==> config.mk <==
export PLATFORM = sky130hd
export DESIGN_NAME = hamming_encode_correct_top
export DESIGN_NICKNAME = d
export VERILOG_FILES = /design/src/design/hec_pkg.sv /design/src/design/hamming_encode_correct_top.sv
export SDC_FILE = /design/constraint.sdc
export NUM_CORES = 1
export LEC_CHECK = 0
export BUFFER_PORTS_ARGS = -buffer_cell sky130_fd_sc_hd__clkbuf_2
export CAP_MARGIN = 20
export CELL_PAD_IN_SITES_DETAIL_PLACEMENT = 0
export CELL_PAD_IN_SITES_GLOBAL_PLACEMENT = 1
export CORE_MARGIN = 5
export CORE_UTILIZATION = 35
export DETAILED_ROUTE_END_ITERATION = 6
export PLACE_DENSITY = 0.59
export SLEW_MARGIN = 20
export SYNTH_ARGS = -nofsm -noshare
export SYNTH_HDL_FRONTEND = slang
export SYNTH_SLANG_ARGS = --single-unit
==> constraint.sdc <==
create_clock -name clk_i -period 8.63 [get_ports clk_i]
set_input_delay 1.726 -clock clk_i [delete_from_list [all_inputs] [get_ports clk_i]]
set_output_delay 1.726 -clock clk_i [all_outputs]
set_load 0.02 [all_outputs]
==> src/design/hec_pkg.sv <==
package hec_pkg;

  localparam int MAX_DATA = 57;
  localparam int MAX_CODE = 63;
  localparam int WORD_W   = 63;
  localparam int DL_W     = 6;
  localparam int SYN_W    = 6;
  localparam int CHK_W    = 3;

  localparam logic [DL_W-1:0] DL_RESET = DL_W'(4);

  typedef enum logic {
    OP_ENCODE = 1'b0,
    OP_DECODE = 1'b1
  } op_e;

  typedef struct packed {
    logic [CHK_W-1:0]    r;
    logic [SYN_W-1:0]    n;
    logic [MAX_DATA-1:0] dmask;
    logic [WORD_W-1:0]   cmask;
  } cfg_t;

  function automatic logic [CHK_W-1:0] check_count(input logic [DL_W-1:0] a);
    logic [CHK_W-1:0] r;
    r = '0;
    for (int j = 0; j < SYN_W; j++) begin
      if (((7'd1 << r) - {4'b0, r} - 7'd1) < {1'b0, a}) begin
        r = r + CHK_W'(1);
      end
    end
    return r;
  endfunction

  function automatic cfg_t cfg_derive(input logic [DL_W-1:0] dl);
    cfg_t             c;
    logic [DL_W-1:0]  a;
    if (dl == '0) begin
      a = DL_W'(1);
    end else if (dl > DL_W'(MAX_DATA)) begin
      a = DL_W'(MAX_DATA);
    end else begin
      a = dl;
    end
    c.r = check_count(a);
    c.n = a + {3'b0, c.r};
    for (int j = 0; j < MAX_DATA; j++) begin
      c.dmask[j] = (DL_W'(j) < a);
    end
    for (int j = 0; j < WORD_W; j++) begin
      c.cmask[j] = (SYN_W'(j) < c.n);
    end
    return c;
  endfunction

  // code position (1-based) of data bit k: k-th position that is not a power of two
  function automatic int data_pos(input int k);
    int cnt;
    int pos;
    cnt = 0;
    pos = 0;
    for (int p = 1; p <= MAX_CODE; p++) begin
      if ((p & (p - 1)) != 0) begin
        if (cnt == k) begin
          pos = p;
        end
        cnt = cnt + 1;
      end
    end
    return pos;
  endfunction

  function automatic logic [WORD_W-1:0] cover_mask(input int i);
    logic [WORD_W-1:0] m;
    logic [SYN_W-1:0]  pos;
    m = '0;
    for (int j = 0; j < WORD_W; j++) begin
      pos  = SYN_W'(j + 1);
      m[j] = pos[i];
    end
    return m;
  endfunction

endpackage

==> src/design/hamming_encode_correct_top.sv <==
// Channel  | Handshake                     | Payload
// -------- | ----------------------------- | -------------------------------------------
// input    | in_valid_i / in_stall_o       | op_i, word_in_i
// output   | out_valid_o / out_stall_i     | word_out_o, check_bits_o, syndrome_o,
//          |                               | error_found_o, beyond_length_o
// config   | cfg_we_i (no wait)            | cfg_data_i (data_length)
//
// Three register stages: scatter/mask, syndrome parity trees, correct/insert check bits.
// One beat per cycle is sustained when the output is not stalled.
// Reset clears the stage valid bits and loads data_length 4 (r = 3, n = 7).
// A stall holds the output stage; upstream stages keep filling until each is occupied.
module hamming_encode_correct_top (
  input  logic                           clk_i,
  input  logic                           rst_ni,
  input  logic                           cfg_we_i,
  input  logic [hec_pkg::DL_W-1:0]       cfg_data_i,
  input  logic                           in_valid_i,
  output logic                           in_stall_o,
  input  logic                           op_i,
  input  logic [hec_pkg::WORD_W-1:0]     word_in_i,
  output logic                           out_valid_o,
  input  logic                           out_stall_i,
  output logic [hec_pkg::WORD_W-1:0]     word_out_o,
  output logic [hec_pkg::CHK_W-1:0]      check_bits_o,
  output logic [hec_pkg::SYN_W-1:0]      syndrome_o,
  output logic                           error_found_o,
  output logic                           beyond_length_o
);

  hec_pkg::cfg_t cfg_q;

  logic s1_valid_q, s2_valid_q, s3_valid_q;
  logic s1_ready, s2_ready, s3_ready;

  hec_pkg::op_e                   s1_op_q, s2_op_q;
  logic [hec_pkg::WORD_W-1:0]     s1_cw_q, s2_cw_q;
  logic [hec_pkg::WORD_W-1:0]     s1_cw_d;
  logic [hec_pkg::SYN_W-1:0]      s2_syn_q, s2_syn_d;

  logic [hec_pkg::WORD_W-1:0]     s3_word_q, s3_word_d;
  logic [hec_pkg::SYN_W-1:0]      s3_syn_q, s3_syn_d;
  logic                           s3_err_q, s3_err_d;
  logic                           s3_beyond_q, s3_beyond_d;

  logic [hec_pkg::MAX_DATA-1:0]   data_m;
  logic [hec_pkg::WORD_W-1:0]     scat;
  logic [hec_pkg::WORD_W-1:0]     flip;
  logic                           syn_beyond;

  // config
  always_ff @(posedge clk_i or negedge rst_ni) begin
    if (!rst_ni) begin
      cfg_q <= hec_pkg::cfg_derive(hec_pkg::DL_RESET);
    end else if (cfg_we_i) begin
      cfg_q <= hec_pkg::cfg_derive(cfg_data_i);
    end
  end

  // elastic handshake
  assign s3_ready   = !s3_valid_q || !out_stall_i;
  assign s2_ready   = !s2_valid_q || s3_ready;
  assign s1_ready   = !s1_valid_q || s2_ready;
  assign in_stall_o = !s1_ready;

  always_ff @(posedge clk_i or negedge rst_ni) begin
    if (!rst_ni) begin
      s1_valid_q <= 1'b0;
      s2_valid_q <= 1'b0;
      s3_valid_q <= 1'b0;
    end else begin
      if (s1_ready) begin
        s1_valid_q <= in_valid_i;
      end
      if (s2_ready) begin
        s2_valid_q <= s1_valid_q;
      end
      if (s3_ready) begin
        s3_valid_q <= s2_valid_q;
      end
    end
  end

  // stage 1: scatter data bits or mask codeword
  assign data_m = word_in_i[hec_pkg::MAX_DATA-1:0] & cfg_q.dmask;

  for (genvar k = 0; k < hec_pkg::MAX_DATA; k++) begin : g_scat
    localparam int Pos = hec_pkg::data_pos(k);
    assign scat[Pos-1] = data_m[k];
  end
  for (genvar i = 0; i < hec_pkg::SYN_W; i++) begin : g_chk0
    assign scat[(1 << i) - 1] = 1'b0;
  end

  always_comb begin
    if (op_i == hec_pkg::OP_DECODE) begin
      s1_cw_d = word_in_i & cfg_q.cmask;
    end else begin
      s1_cw_d = scat;
    end
  end

  always_ff @(posedge clk_i) begin
    if (s1_ready && in_valid_i) begin
      s1_op_q <= hec_pkg::op_e'(op_i);
      s1_cw_q <= s1_cw_d;
    end
  end

  // stage 2: syndrome
  always_comb begin
    for (int i = 0; i < hec_pkg::SYN_W; i++) begin
      s2_syn_d[i] = ^(s1_cw_q & hec_pkg::cover_mask(i));
    end
  end

  always_ff @(posedge clk_i) begin
    if (s2_ready && s1_valid_q) begin
      s2_op_q  <= s1_op_q;
      s2_cw_q  <= s1_cw_q;
      s2_syn_q <= s2_syn_d;
    end
  end

  // stage 3: insert check bits or correct
  assign syn_beyond = (s2_syn_q > cfg_q.n);

  always_comb begin
    for (int j = 0; j < hec_pkg::WORD_W; j++) begin
      flip[j] = (s2_syn_q == hec_pkg::SYN_W'(j + 1)) && !syn_beyond;
    end
  end

  always_comb begin
    s3_word_d   = s2_cw_q;
    s3_syn_d    = '0;
    s3_err_d    = 1'b0;
    s3_beyond_d = 1'b0;
    unique case (s2_op_q)
      hec_pkg::OP_ENCODE: begin
        for (int i = 0; i < hec_pkg::SYN_W; i++) begin
          s3_word_d[(1 << i) - 1] = s2_syn_q[i];
        end
      end
      hec_pkg::OP_DECODE: begin
        s3_word_d   = s2_cw_q ^ flip;
        s3_syn_d    = s2_syn_q;
        s3_err_d    = (s2_syn_q != '0);
        s3_beyond_d = syn_beyond;
      end
      default: begin
        s3_word_d = s2_cw_q;
      end
    endcase
  end

  always_ff @(posedge clk_i) begin
    if (s3_ready && s2_valid_q) begin
      s3_word_q   <= s3_word_d;
      s3_syn_q    <= s3_syn_d;
      s3_err_q    <= s3_err_d;
      s3_beyond_q <= s3_beyond_d;
    end
  end

  assign out_valid_o     = s3_valid_q;
  assign word_out_o      = s3_word_q;
  assign check_bits_o    = cfg_q.r;
  assign syndrome_o      = s3_syn_q;
  assign error_found_o   = s3_err_q;
  assign beyond_length_o = s3_beyond_q;

  a_beyond_err: assert property (@(posedge clk_i) disable iff (!rst_ni)
    out_valid_o && beyond_length_o |-> error_found_o)
    else $error("beyond_length without error_found");

  a_err_syn: assert property (@(posedge clk_i) disable iff (!rst_ni)
    out_valid_o |-> (error_found_o == (syndrome_o != '0)))
    else $error("error_found disagrees with syndrome");

  a_word_len: assert property (@(posedge clk_i) disable iff (!rst_ni)
    out_valid_o |-> ((word_out_o & ~cfg_q.cmask) == '0))
    else $error("word_out has bits beyond code length");

  a_beyond_cmp: assert property (@(posedge clk_i) disable iff (!rst_ni)
    out_valid_o && beyond_length_o |-> (syndrome_o > cfg_q.n))
    else $error("beyond_length with syndrome inside code");

  a_stall_fill: assert property (@(posedge clk_i) disable iff (!rst_ni)
    in_stall_o |-> (s1_valid_q && s2_valid_q && s3_valid_q && out_stall_i))
    else $error("input stalled while a stage is free");

endmodule

==> results.json <==
{
  "hold_start": "s1_op_q",
  "layout_min_cycle_time_ns": 9.607,
  "synthCells": 1475,
  "antenna_found_initial": 4,
  "synth_cell_types": 73,
  "skew_ns": 0.01293,
  "crit_arrival_ns": 10.02,
  "cts_made_buffers": 38,
  "worst_skew_pair.late_latency_ns": 0.53,
  "syn_area_mm2": 0.01628,
  "initial_core_util_pct": 35.18,
  "place_inst": 2307,
  "crit-reg2reg-capture": "word_out_o[12]",
  "endpoint_kind": "register",
  "worst_setup_path_start_kind": "input pin",
  "crit_top_cell": "ha_4",
  "root_buffer": "clkbuf_16",
  "finalNonFillerCells": 2440,
  "clk_pin_slew_worst_paths_ns": 0.07,
  "final_common_cell": "edfxtp_1",
  "critPathMaxFanout": 6,
  "wl_per_cell_um": 21.19,
  "p_leak_nw": 8.508,
  "p_per_area_mw_per_mm2": 420.6,
  "reg2reg_from": "s2_syn_q[1]",
  "max-vdd-ir-drop_uv": 369.1,
  "grt_pass1_wl_um": 76730,
  "post-place-ws_ns": -1.718,
  "reg2regPathDepth": 12,
  "grt_max_degree": 104,
  "max_slew.worst_pin.slew_ns": 1.049,
  "grt-ovfl-total": 0,
  "hold_end": "s2_op_q",
  "rsz0062_at_grt": "yes",
  "syn2layout_area_growth_pct": 30.84,
  "async_flop_share_pct": 38.99,
  "ys_ff_latch": 336,
  "slowest_delay_ns": 0.57,
  "cts_num_sinks": 336,
  "grt_use_total_pct": 20.08,
  "nNetsFinal": 1913,
  "grt_pass1_vias": 12170,
  "htreeDepth": 2,
  "synthTopCellsByArea": "edfxtp_1 (38%), dfrtp_1 (18%), xnor2_1 (7.7%)",
  "n_fill_cell": 4378,
  "required_ns": 9.04,
  "fin_ws_ns": -0.9771,
  "dieArea_mm2": 0.05091,
  "num_io_pins": 151,
  "relSlewSlack_pct": 30.05,
  "num_vias": 12010,
  "routabilityCongestion": 0.8939,
  "fin_hold_ws_ns": 0.4397,
  "rows": 79,
  "setup-violations-final": 69,
  "clockBufferDepth": 3,
  "yosysWarnings": 0,
  "coreArea_mm2": 0.04626,
  "routed_wl_um": 51700,
  "synth_area_leader_cell": "edfxtp_1",
  "status": "complete, but fails checks",
  "ant_nets": 0,
  "synth_edf_count": 205,
  "drc": 0,
  "drt_iter0_markers": 808,
  "worstHoldPathCells": 0,
  "port_buffers": 150,
  "cts_tree": "done",
  "routed_via_density": 4.920,
  "drv_cap": 0,
  "post-route-period-util_pct": 111.3,
  "report.final.slew_viol_count": 0,
  "finalPower_mw": 8.955,
  "clock.fmax_mhz": 104.1,
  "tns_ns": -58.53,
  "violations": "negative setup slack",
  "worst-path-buf-inv": 6,
  "reg2reg_slack_ns": 5.33,
  "report.final.hold_viol_count": 0,
  "layout.cells.most_common_list": "edfxtp_1 (205), buf_4 (159), clkbuf_2 (147)",
  "dr.pass1.iters": 6,
  "die_x_um": 225.6,
  "hold_class": "register to register",
  "synth_top_area_share_pct": 37.82,
  "crit_slowest_cell": "or4_4",
  "drive_gt1_share_pct": 30.46,
  "syn_area_per_cell_um2": 11.03,
  "path_class": "input pin to register",
  "synth_top_flop_cell": "edfxtp_1",
  "dp_hpwl_um": 39310,
  "path_delay_family": "simple AND/OR/NAND/NOR gates",
  "ys_seq_area_share_pct": 58.09,
  "die_h_um": 225.6
}
[stage by stage]
step | util (%) | area (µm²)
finish | 46.03 | 21290
global route | 46.03 | 21290
CTS | 45.52 | 21060
detailed placement | 40.65 | 18800
global placement | 40.65 | 18800
floorplan | - | 16580
[synthesized netlist by cell type, drive strengths merged, types with 3 or more instances]
master,instances
o21a,9
nand2b,13
o211ai,16
edfxtp,205
inv,58
xnor2,144
dfstp,16
clkinv,3
o21ai,109
a21o,12
dfrtp,115
and4,4
nand3,72
a21oi,82
nor2,148
ha,34
or2,6
nor3,24
o31ai,3
nand3b,3
buf,14
and2,16
a21boi,4
nand2,153
nand4,6
and3,9
nor4,5
a211oi,4
nor2b,4
clkbuf,53
xor2,38
a41oi,3
a31oi,19
o2bb2ai,17
o221ai,3
mux2i,7
o22a,6
mux2,9
[worst reg2reg max path, delay by kind of cell (launching register included)]
kind | cells | cell delay (ns)
adder cells (fa/ha/maj) | 1 | 0.35
flip-flops | 1 | 0.55
AND/OR/NAND/NOR | 4 | 1.14
XOR/XNOR | 1 | 0.09
buffers and inverters | 1 | 0.20
AO/OA/AOI/OAI | 5 | 0.72
[worst max path at each step]
stage | startpoint | endpoint | slack, ns | depth (start not counted)
3_3_place_gp | cfg_data_i[2] | cfg_q[44] | -1.57 | 47
6_report | cfg_data_i[4] | cfg_q[22] | -0.98 | 49
2_1_floorplan | cfg_data_i[3] | cfg_q[36] | -1.69 | 47
5_1_grt | cfg_data_i[3] | cfg_q[38] | -1.37 | 49
3_5_place_dp | cfg_data_i[2] | cfg_q[44] | -1.72 | 47
4_1_cts | cfg_data_i[2] | cfg_q[38] | -0.92 | 48
[routing by layer]
layer	vias up	part of all wire (%)	GRT usage, %
met3	95	4.4	3.185
met5	-	0.025	0
li1	5833	-	-
met4	2	4.4	8.219
met1	5796	40	24.72
met2	280	51	35.27
[flip-flops by register name (all words and copies together) (netlist names), 3 cells and up]
signal and cells:
s2_cw_q 63, word_out_o 63, syndrome_o 6, s1_cw_q 63, check_bits_o 3, cfg_q 125
s2_syn_q 6
[layout make-up]
type	count	area, µm²	share of cell area (%)
clock buffer	52	1119	5.253
sequential	336	9454	44.40
inverter	61	236.5	1.111
antenna	1	2.502	0.01175
multi-input combinational	1020	7122	33.44
tap	607	759.5	3.567
timing repair buffer	345	2407	11.31
clock inverter	18	193.9	0.9107
[where the power goes]
group          internal [mW]  switching [mW]
Combinational           2.41            2.52
Clock                   1.03           0.654
Sequential              2.11           0.229
Total                   5.55            3.41
[cells by family (layout without fill, tap and decap cells)]
kind of cell,after synthesis,after routing,synth area share [%]
flip-flops,336,336,58.09
buffers and inverters,128,476,3.129
AO/OA/AOI/OAI,303,303,11.77
XOR/XNOR,184,185,10.07
AND/OR/NAND/NOR,470,470,12.98
adder cells (fa/ha/maj),36,36,2.860
other,2,11,0.04614
multiplexers,16,16,1.053
[timing repair]
action                     in CTS  in global routing
pin swaps                      36                 30
setup endpoints to repair      67                 70
buffers inserted               48                 13
resized for setup             116                 32
gates cloned                    1                  0
hold buffers                    0                  0
Note: power is estimated with default switching activity, not from simulation.
